==> config.mk <==
export PLATFORM = sky130hd
export DESIGN_NAME = exposure_timer_shuttle_controller
export DESIGN_NICKNAME = d
export VERILOG_FILES = /design/src/hw/rtl/etsc_pkg.sv /design/src/hw/rtl/etsc_cfg.sv /design/src/hw/rtl/etsc_core.sv /design/src/hw/rtl/exposure_timer_shuttle_controller.sv
export SDC_FILE = /design/constraint.sdc
export NUM_CORES = 1
export LEC_CHECK = 0
export BUFFER_PORTS_ARGS = -buffer_cell sky130_fd_sc_hd__buf_4
export CORE_ASPECT_RATIO = 1.1
export CORE_MARGIN = 2
export CORE_UTILIZATION = 50
export CTS_BUF_LIST = sky130_fd_sc_hd__clkbuf_4 sky130_fd_sc_hd__clkbuf_8
export DETAILED_ROUTE_END_ITERATION = 8
export PLACE_DENSITY = 0.69
export SKIP_CTS_REPAIR_TIMING = 1
export SYNTH_ARGS = -nofsm -noshare
export SYNTH_HDL_FRONTEND = slang
export SYNTH_HIERARCHICAL = 1
export SYNTH_SLANG_ARGS = --single-unit
==> constraint.sdc <==
create_clock -name clk -period 5 [get_ports clk]
set_input_delay 0.5 -clock clk [delete_from_list [all_inputs] [get_ports clk]]
set_output_delay 0.5 -clock clk [all_outputs]
set_load 0.01 [all_outputs]
==> src/hw/rtl/etsc_pkg.sv <==
`default_nettype none

package etsc_pkg;

    // Operating modes, one-hot inside the block.
    typedef enum logic [3:0] {
        MODE_SETTING    = 4'b0001,
        MODE_EXPOSING   = 4'b0010,
        MODE_HOME_RESET = 4'b0100,
        MODE_HOME_CLOSE = 4'b1000
    } mode_t;

    // Mode codes as they appear on the result word.
    localparam logic [1:0] MODE_CODE_SETTING    = 2'd0;
    localparam logic [1:0] MODE_CODE_EXPOSING   = 2'd1;
    localparam logic [1:0] MODE_CODE_HOME_RESET = 2'd2;
    localparam logic [1:0] MODE_CODE_HOME_CLOSE = 2'd3;

    // Configuration register indexes.
    typedef enum logic [1:0] {
        CFG_INITIAL_TIME     = 2'd0,
        CFG_MAX_TIME         = 2'd1,
        CFG_TICKS_PER_SECOND = 2'd2
    } cfg_idx_t;

    // Register values after reset.
    localparam int INITIAL_TIME_RST     = 600;
    localparam int MAX_TIME_RST         = 3600;
    localparam int TICKS_PER_SECOND_RST = 2273;

    // Input item kinds.
    localparam logic ACTION_TICK   = 1'b0;
    localparam logic ACTION_SAMPLE = 1'b1;

    // One input item.
    typedef struct packed {
        logic action;
        logic up_pressed;
        logic down_pressed;
        logic start_pressed;
        logic left_limit;
        logic right_limit;
    } item_t;

    // Outputs of one result word: the two-bit mode code and four single-bit flags.
    typedef struct packed {
        logic [1:0] mode_now;
        logic       motor_on;
        logic       motor_dir;
        logic       lamp_on;
        logic       tone_out;
    } flags_t;

    function automatic logic [1:0] mode_code(input mode_t m);
        logic [1:0] code;
        case (m)
            MODE_SETTING:    code = MODE_CODE_SETTING;
            MODE_EXPOSING:   code = MODE_CODE_EXPOSING;
            MODE_HOME_RESET: code = MODE_CODE_HOME_RESET;
            MODE_HOME_CLOSE: code = MODE_CODE_HOME_CLOSE;
            default:         code = MODE_CODE_HOME_RESET;
        endcase
        return code;
    endfunction

endpackage

`default_nettype wire

==> src/hw/rtl/etsc_cfg.sv <==
`default_nettype none

module etsc_cfg #(
    parameter int TIME_BITS = 12,
    parameter int TICK_BITS = 16,
    parameter int CFG_BITS  = 16
) (
    input  wire logic                 clk,
    input  wire logic                 rst_n,
    input  wire logic                 wr_en,
    input  wire logic [1:0]           wr_index,
    input  wire logic [CFG_BITS-1:0]  wr_data,
    output logic                      load_sel,
    output logic [TIME_BITS-1:0]      load_value,
    output logic [TIME_BITS-1:0]      max_time,
    output logic [TICK_BITS-1:0]      ticks_per_second
);

    logic [TIME_BITS-1:0] max_time_reg, max_time_next;
    logic [TICK_BITS-1:0] tps_reg, tps_next;
    etsc_pkg::cfg_idx_t   idx;

    assign idx        = etsc_pkg::cfg_idx_t'(wr_index);
    assign load_value = wr_data[TIME_BITS-1:0];

    always_comb
    begin
        max_time_next = max_time_reg;
        tps_next      = tps_reg;
        load_sel      = 1'b0;
        if (wr_en)
        begin
            case (idx)
                etsc_pkg::CFG_INITIAL_TIME:     load_sel = 1'b1;
                etsc_pkg::CFG_MAX_TIME:         max_time_next = wr_data[TIME_BITS-1:0];
                etsc_pkg::CFG_TICKS_PER_SECOND: tps_next = wr_data[TICK_BITS-1:0];
                default:                        ;
            endcase
        end
    end

    always_ff @(posedge clk or negedge rst_n)
    begin
        if (!rst_n)
        begin
            max_time_reg <= TIME_BITS'(etsc_pkg::MAX_TIME_RST);
            tps_reg      <= TICK_BITS'(etsc_pkg::TICKS_PER_SECOND_RST);
        end
        else
        begin
            max_time_reg <= max_time_next;
            tps_reg      <= tps_next;
        end
    end

    assign max_time         = max_time_reg;
    assign ticks_per_second = tps_reg;

endmodule

`default_nettype wire

==> src/hw/rtl/etsc_core.sv <==
`default_nettype none

module etsc_core #(
    parameter int TIME_BITS = 12,
    parameter int TICK_BITS = 16
) (
    input  wire logic                  clk,
    input  wire logic                  rst_n,
    input  wire logic                  item_valid,
    input  wire etsc_pkg::item_t       item,
    input  wire logic                  load_sel,
    input  wire logic [TIME_BITS-1:0]  load_value,
    input  wire logic [TIME_BITS-1:0]  max_time,
    input  wire logic [TICK_BITS-1:0]  ticks_per_second,
    output etsc_pkg::flags_t           flags,
    output logic [TIME_BITS-1:0]       selected_time,
    output logic [TIME_BITS-1:0]       remaining_time
);

    etsc_pkg::mode_t      mode_reg, mode_next;
    logic [TIME_BITS-1:0] sel_reg, sel_next;
    logic [TIME_BITS-1:0] left_reg, left_next;
    logic [TICK_BITS-1:0] cnt_reg, cnt_next;
    logic                 start_now_reg, start_now_next;
    logic                 end_now_reg, end_now_next;
    logic                 motor_reg, motor_next;
    logic                 dir_reg, dir_next;
    logic                 lamp_reg, lamp_next;
    logic                 tone_reg, tone_next;

    logic                 start_edge;
    logic                 end_edge;
    logic [TIME_BITS:0]   sel_up;
    logic [TIME_BITS-1:0] sel_adj;
    logic [TICK_BITS-1:0] cnt_inc;

    assign start_edge = item.start_pressed & ~start_now_reg;
    assign end_edge   = (item.left_limit | item.right_limit) & ~end_now_reg;
    assign cnt_inc    = cnt_reg + 1'b1;

    // Up clamps to the maximum first, then down clamps to at least one.
    always_comb
    begin
        sel_up  = {1'b0, sel_reg};
        sel_adj = sel_reg;
        if (item.up_pressed)
        begin
            sel_up = {1'b0, sel_reg} + 1'b1;
            if (sel_up > {1'b0, max_time})
            begin
                sel_up = {1'b0, max_time};
            end
        end
        sel_adj = sel_up[TIME_BITS-1:0];
        if (item.down_pressed)
        begin
            if (sel_adj <= TIME_BITS'(1))
            begin
                sel_adj = TIME_BITS'(1);
            end
            else
            begin
                sel_adj = sel_adj - 1'b1;
            end
        end
    end

    always_comb
    begin
        mode_next      = mode_reg;
        sel_next       = sel_reg;
        left_next      = left_reg;
        cnt_next       = cnt_reg;
        start_now_next = start_now_reg;
        end_now_next   = end_now_reg;
        motor_next     = motor_reg;
        dir_next       = dir_reg;
        lamp_next      = lamp_reg;
        tone_next      = tone_reg;

        if (item.action == etsc_pkg::ACTION_TICK)
        begin
            tone_next = ~tone_reg;
            if (mode_reg == etsc_pkg::MODE_EXPOSING)
            begin
                cnt_next = cnt_inc;
                if (cnt_inc == ticks_per_second)
                begin
                    cnt_next = '0;
                    if (left_reg != '0)
                    begin
                        left_next = left_reg - 1'b1;
                    end
                end
            end
        end
        else
        begin
            case (mode_reg)
                etsc_pkg::MODE_HOME_RESET,
                etsc_pkg::MODE_HOME_CLOSE:
                begin
                    if (!item.left_limit)
                    begin
                        motor_next = 1'b1;
                    end
                    else
                    begin
                        motor_next = 1'b0;
                        dir_next   = ~dir_reg;
                        mode_next  = etsc_pkg::MODE_SETTING;
                    end
                end
                etsc_pkg::MODE_SETTING:
                begin
                    start_now_next = item.start_pressed;
                    end_now_next   = item.left_limit | item.right_limit;
                    sel_next       = sel_adj;
                    if (start_edge)
                    begin
                        motor_next = 1'b1;
                        lamp_next  = 1'b1;
                        left_next  = sel_adj;
                        mode_next  = etsc_pkg::MODE_EXPOSING;
                    end
                end
                etsc_pkg::MODE_EXPOSING:
                begin
                    start_now_next = item.start_pressed;
                    end_now_next   = item.left_limit | item.right_limit;
                    if (end_edge)
                    begin
                        dir_next   = ~dir_reg;
                        motor_next = 1'b1;
                    end
                    if (start_edge || (end_edge && left_reg == '0))
                    begin
                        lamp_next  = 1'b0;
                        motor_next = 1'b0;
                        dir_next   = 1'b0;
                        mode_next  = etsc_pkg::MODE_HOME_CLOSE;
                    end
                end
                default:
                begin
                    mode_next = etsc_pkg::MODE_HOME_RESET;
                end
            endcase
        end
    end

    always_ff @(posedge clk or negedge rst_n)
    begin
        if (!rst_n)
        begin
            mode_reg      <= etsc_pkg::MODE_HOME_RESET;
            sel_reg       <= TIME_BITS'(etsc_pkg::INITIAL_TIME_RST);
            left_reg      <= '0;
            cnt_reg       <= '0;
            start_now_reg <= 1'b0;
            end_now_reg   <= 1'b0;
            motor_reg     <= 1'b0;
            dir_reg       <= 1'b0;
            lamp_reg      <= 1'b0;
            tone_reg      <= 1'b0;
        end
        else
        begin
            if (item_valid)
            begin
                mode_reg      <= mode_next;
                left_reg      <= left_next;
                cnt_reg       <= cnt_next;
                start_now_reg <= start_now_next;
                end_now_reg   <= end_now_next;
                motor_reg     <= motor_next;
                dir_reg       <= dir_next;
                lamp_reg      <= lamp_next;
                tone_reg      <= tone_next;
            end
            if (load_sel)
            begin
                sel_reg <= load_value;
            end
            else if (item_valid)
            begin
                sel_reg <= sel_next;
            end
        end
    end

    // The result word carries the state as it stands after this item.
    assign flags.mode_now  = etsc_pkg::mode_code(mode_next);
    assign flags.motor_on  = motor_next;
    assign flags.motor_dir = dir_next;
    assign flags.lamp_on   = lamp_next;
    assign flags.tone_out  = tone_next;
    assign selected_time   = sel_next;
    assign remaining_time  = left_next;

endmodule

`default_nettype wire

==> src/hw/rtl/exposure_timer_shuttle_controller.sv <==
// After its input word is accepted, a result word passes through the input
// register, then the result register.
// One word per cycle while the output side keeps up; one state update per item.
// Reset (rst_n low, asynchronous): the block starts in reset homing with the
// motor, lamp and tone off, 600 s selected, 3600 s maximum, 2273 ticks per s.
`default_nettype none

module exposure_timer_shuttle_controller #(
    parameter int TIME_BITS = 12,
    parameter int TICK_BITS = 16
) (
    input  wire logic clk,
    input  wire logic rst_n,

    // Input words.
    input  wire logic       s_tvalid,
    output logic            s_tready,
    // Bits from 0 up: up_pressed, down_pressed, start_pressed, left_limit,
    // right_limit, then zero padding.
    input  wire logic [7:0] s_tdata,
    // Bit 0: action (0 timer tick, 1 control sample).
    input  wire logic       s_tuser,

    // Result words.
    output logic m_tvalid,
    input  wire logic m_tready,
    // Bits from 0 up: mode_now (2), motor_on, motor_dir, lamp_on, tone_out,
    // selected_time (TIME_BITS), remaining_time (TIME_BITS), zero padding.
    output logic [((6 + 2 * TIME_BITS + 7) / 8) * 8 - 1:0] m_tdata,

    // Configuration writes.
    input  wire logic       cfg_valid,
    output logic            cfg_ready,
    input  wire logic [1:0] cfg_index,
    input  wire logic [((TICK_BITS > TIME_BITS) ? TICK_BITS : TIME_BITS) - 1:0] cfg_data
);

    localparam int OUT_BITS = ((6 + 2 * TIME_BITS + 7) / 8) * 8;
    localparam int CFG_BITS = (TICK_BITS > TIME_BITS) ? TICK_BITS : TIME_BITS;
    localparam int PAD_BITS = OUT_BITS - 6 - 2 * TIME_BITS;

    // Input register: holds one word until the core has taken it.
    logic       in_valid_reg, in_valid_next;
    logic [4:0] in_data_reg;
    logic       in_user_reg;

    // Result register.
    logic                out_valid_reg, out_valid_next;
    logic [OUT_BITS-1:0] out_data_reg;

    logic                 advance;
    etsc_pkg::item_t      item;
    etsc_pkg::flags_t     flags;
    logic [TIME_BITS-1:0] selected_time;
    logic [TIME_BITS-1:0] remaining_time;

    logic                 load_sel;
    logic [TIME_BITS-1:0] load_value;
    logic [TIME_BITS-1:0] max_time;
    logic [TICK_BITS-1:0] ticks_per_second;

    // The held word moves through the core whenever the result register is
    // free or being emptied in the same cycle, so a new word can enter every
    // cycle while the output side keeps up.
    assign advance  = in_valid_reg && (!out_valid_reg || m_tready);
    assign s_tready = !in_valid_reg || advance;
    assign cfg_ready = 1'b1;

    assign item.action        = in_user_reg;
    assign item.up_pressed    = in_data_reg[0];
    assign item.down_pressed  = in_data_reg[1];
    assign item.start_pressed = in_data_reg[2];
    assign item.left_limit    = in_data_reg[3];
    assign item.right_limit   = in_data_reg[4];

    always_comb
    begin
        in_valid_next = in_valid_reg;
        if (s_tvalid && s_tready)
        begin
            in_valid_next = 1'b1;
        end
        else if (advance)
        begin
            in_valid_next = 1'b0;
        end

        out_valid_next = out_valid_reg;
        if (advance)
        begin
            out_valid_next = 1'b1;
        end
        else if (m_tready)
        begin
            out_valid_next = 1'b0;
        end
    end

    always_ff @(posedge clk or negedge rst_n)
    begin
        if (!rst_n)
        begin
            in_valid_reg  <= 1'b0;
            out_valid_reg <= 1'b0;
        end
        else
        begin
            in_valid_reg  <= in_valid_next;
            out_valid_reg <= out_valid_next;
        end
    end

    // Payload registers carry no reset.
    always_ff @(posedge clk)
    begin
        if (s_tvalid && s_tready)
        begin
            in_data_reg <= s_tdata[4:0];
            in_user_reg <= s_tuser;
        end
        if (advance)
        begin
            out_data_reg <= {{PAD_BITS{1'b0}}, remaining_time, selected_time,
                             flags.tone_out, flags.lamp_on, flags.motor_dir,
                             flags.motor_on, flags.mode_now};
        end
    end

    assign m_tvalid = out_valid_reg;
    assign m_tdata  = out_data_reg;

    etsc_cfg #(
        .TIME_BITS (TIME_BITS),
        .TICK_BITS (TICK_BITS),
        .CFG_BITS  (CFG_BITS)
    ) u_cfg (
        .clk              (clk),
        .rst_n            (rst_n),
        .wr_en            (cfg_valid && cfg_ready),
        .wr_index         (cfg_index),
        .wr_data          (cfg_data),
        .load_sel         (load_sel),
        .load_value       (load_value),
        .max_time         (max_time),
        .ticks_per_second (ticks_per_second)
    );

    etsc_core #(
        .TIME_BITS (TIME_BITS),
        .TICK_BITS (TICK_BITS)
    ) u_core (
        .clk              (clk),
        .rst_n            (rst_n),
        .item_valid       (advance),
        .item             (item),
        .load_sel         (load_sel),
        .load_value       (load_value),
        .max_time         (max_time),
        .ticks_per_second (ticks_per_second),
        .flags            (flags),
        .selected_time    (selected_time),
        .remaining_time   (remaining_time)
    );

endmodule

`default_nettype wire
==> results.md <==
* DRC Markers at 0
* Relative slew slack at 0.138
* CTS Sinks at between 100 and 150
* DIE HEIGHT at 136 um
* Vias in the first global route at ~6,600
* Final min period at about 4.8 ns
* Number of vias per cell at approximately 6.2
* All-layer global routing usage at 0.266
* Detailed Place HPWL at between 15,000 and 20,000 um
* Clock skew at between 0.01 and 0.015 ns
* Min-Delay Path Class: in2async
* Crit-path leading delay family: simple AND/OR/NAND/NOR gates
* Overall power at 0.00370 W
* GRT overflow at 0
* CP Class: reg2reg
* CP required at approximately 5.1 ns
* Final Non-Filler Cells at approximately 1,100
* Leak at roughly 3.7 nW
* Cell Chain, Critical Path: nand2_1 -> or2_1 -> or2_1 -> xnor2_1 -> ha_1 -> nand4_1 -> o221ai_1 -> nand2b_1 -> a31oi_4 -> buf_12 -> a211oi_1 -> a221o_1 -> or3_4 -> buf_4 -> nor4_2 -> buf_4 -> o21bai_1 -> o21ai_0
* F_max at approximately 0.21 GHz
* Max reg flops at 30
* VDD IR max at roughly 0.00018 V
* Core area at about 0.016 sq mm
* Worst Path Buf+Inv at 3
* Critical path fanouts, max at 9
* Final hold violation count at 0
* Die ar. at ~0.017 sq mm
* CTS root buffer: clkbuf_8
* Layout cells sized above 1 at 0.258
* Drt wl/cell at between 15 and 20 um
* Total Nets Final at ~950
* Worst setup EP type: flip-flop
* Placer congestion estimate at ~0.95
* Yosys warns at 6
* Part of the Yosys area used for sequential elements at 0.392
* Most used flip-flop cell after synthesis: dfrtp_1
* IO buf count at 60
* Initial Util at 0.507
* Total wire length at around 22,000 um
* Met3 Use GR at 0.0482
* M2 GR Usage at 0.435
* Pwr dens at between 400 and 500 mW/mm^2
* Worst skew pair latency at ~0.44 ns
* Post-Syn Area at around 0.008 sq mm
* Vias at about 7,000
* Slowest stage cell, crit path: dfstp_2
* Synth unique cells at 89
* Inserted Clock Buffers at 17
* Diode count at 0
* Area delta synth->final at 14.9%
* Final Cell Area at between 0.009 and 0.01 sq mm
* Largest net degree at the start of global routing at 81
* H-tree depth at 4
* FFs w/ async S/R, synth at 0.690
* Final setup violating endpoints at 0
* Mean Syn Cell Area at roughly 9.5 sq um
* First-pass GRT wire length at around 34,000 um
* Post-synth EDFFs at 36
* Fill count at between 1,000 and 1,500
* CP arrival at 4.89 ns
* Synth Instances at 837
* Worst Setup Start Kind: flip-flop
* CTS clock-pin slew for the worst setup and hold paths at ~0.07 ns
* FF+latch count, synth at between 100 and 150
* CP peak stage delay at roughly 0.65 ns
* ANT nets after route at 0
* Initial DRC Count at around 830
* CTS Buffer Depth at 2
* GR Util met1 at 0.337
* Status: finished, final reports clean
* Period Utilization, post-route at 0.953
* DIE WIDTH at 124 um
* Antenna violations before repair at 0
* GRT busiest layer: met2
* Worst Setup SP: u_core/sel_reg[4]
* Setup TNS at 0 ns
* CTS tree: yes
* MaxCap Viol Count at 0
* # rows at 48
* Reg2reg setup slack at between 0.2 and 0.25 ns
* Final Max Tran Viols at 0
* Dpl cell area at approximately 0.0086 sq mm
* I/O pin cnt at between 60 and 70
* Reg2Reg Launch Point: u_core/sel_reg[4]
* TritonRoute pass-1 iters at 6
* Placed insts at around 1,100
* Worst-Margin Slew at about 1.3 ns
routing by layer:
metal,routed length (um),up-vias
met1,8770,3367
met5,0,-
li1,-,3204
met2,10700,266
met4,995,0
met3,1250,57
final timing paths:
path                                       to  cells past startpoint
hold reg to reg               u_core/tone_reg                      1
min in group clk               in_data_reg[1]                      1
setup reg to reg                  m_tdata[16]                     18
setup / recovery                  m_tdata[16]                     18
max in group asynchronous  u_core/left_reg[5]                      1
hold / removal              u_cfg/max_time[7]                      1
synth_stat cells (7+ instances only):
| cell type | count | area share |
|---|---|---|
| a31oi_1 | 15 | 0.012 |
| a211oi_1 | 14 | 0.013 |
| xnor2_1 | 32 | 0.035 |
| nand2b_1 | 14 | 0.011 |
| and3_1 | 14 | 0.011 |
| nor4_1 | 10 | 0.0079 |
| nand2_1 | 70 | 0.033 |
| or3_1 | 17 | 0.013 |
| dfrtp_1 | 66 | 0.21 |
| and4_1 | 9 | 0.010 |
| o21ai_0 | 43 | 0.027 |
| nand3b_1 | 9 | 0.0085 |
| edfxtp_1 | 36 | 0.14 |
| buf_2 | 7 | 0.0044 |
| buf_4 | 23 | 0.022 |
| mux2_4 | 10 | 0.019 |
| dfstp_2 | 14 | 0.046 |
| a21oi_1 | 40 | 0.025 |
| ha_1 | 18 | 0.028 |
| mux2_2 | 30 | 0.043 |
| xor2_1 | 14 | 0.015 |
| nor3b_1 | 10 | 0.0095 |
| nand3_1 | 27 | 0.017 |
| o21ai_1 | 18 | 0.011 |
| inv_1 | 22 | 0.010 |
| nor2_1 | 55 | 0.026 |
| nand4_1 | 15 | 0.012 |
| o31ai_1 | 12 | 0.011 |
| clkbuf_1 | 32 | 0.015 |
| nor3_1 | 19 | 0.012 |
report_power, final:
part | internal (W) | switching, W | total [W]
combinational | 0.000653 | 0.000748 | 0.00140
sequential | 0.00118 | 0.000166 | 0.00135
clock | 0.000553 | 0.000397 | 0.000950
total | 0.00239 | 0.00131 | 0.00370
through the flow:
step	hold slack, ns	util	worst slack (ns)
2_1_floorplan	0.204	-	0.580
3_3_place_gp	0.478	0.551	0.214
3_5_place_dp	0.478	0.551	0.137
4_1_cts	0.220	0.578	0.113
5_1_grt	0.213	0.582	-0.000283
6_report	0.241	0.582	0.235
placed cells by master (no fill, tap or decap), drive strengths merged, types with 9 or more instances in the layout:
cell type / synthesis / final
and2: 9 / 9
and3: 14 / 14
nand3b: 12 / 12
nand4: 15 / 15
clkbuf: 34 / 18
or3: 18 / 18
nor2: 55 / 55
ha: 18 / 18
edfxtp: 36 / 36
nand3: 29 / 29
nand2: 71 / 71
mux2: 42 / 42
and4: 10 / 10
dfstp: 14 / 14
dfrtp: 66 / 66
nor4: 13 / 13
a31oi: 16 / 16
a21oi: 42 / 42
o31ai: 12 / 12
nand2b: 15 / 15
a211oi: 15 / 15
nor3b: 11 / 11
o21ai: 64 / 64
nor3: 20 / 20
xor2: 14 / 14
inv: 22 / 24
buf: 33 / 109
xnor2: 32 / 32
cells by family (layout without fill, tap and decap cells):
group           after synthesis  in the layout  share of synthesized area
buf+inv                      90            164                     0.0569
fa+ha+maj                    18             18                     0.0285
mux                          46             46                     0.0696
compound gates              206            206                      0.178
simple gates                313            313                      0.224
other cells                   2              3                   0.000949
xor+xnor                     46             46                     0.0509
flops                       116            116                      0.392
layout make-up:
cell class | instances | area (sq um) | share of cell area
Inverter | 23 | 86.3 | 0.00949
Tap cell | 200 | 250 | 0.0275
Sequential cell | 116 | 3100 | 0.341
Timing Repair Buffer | 109 | 831 | 0.0914
Clock inverter | 14 | 183 | 0.0201
Clock buffer | 18 | 248 | 0.0272
Multi-Input combinational cell | 632 | 4390 | 0.483
(Power assumes the default switching activity.)
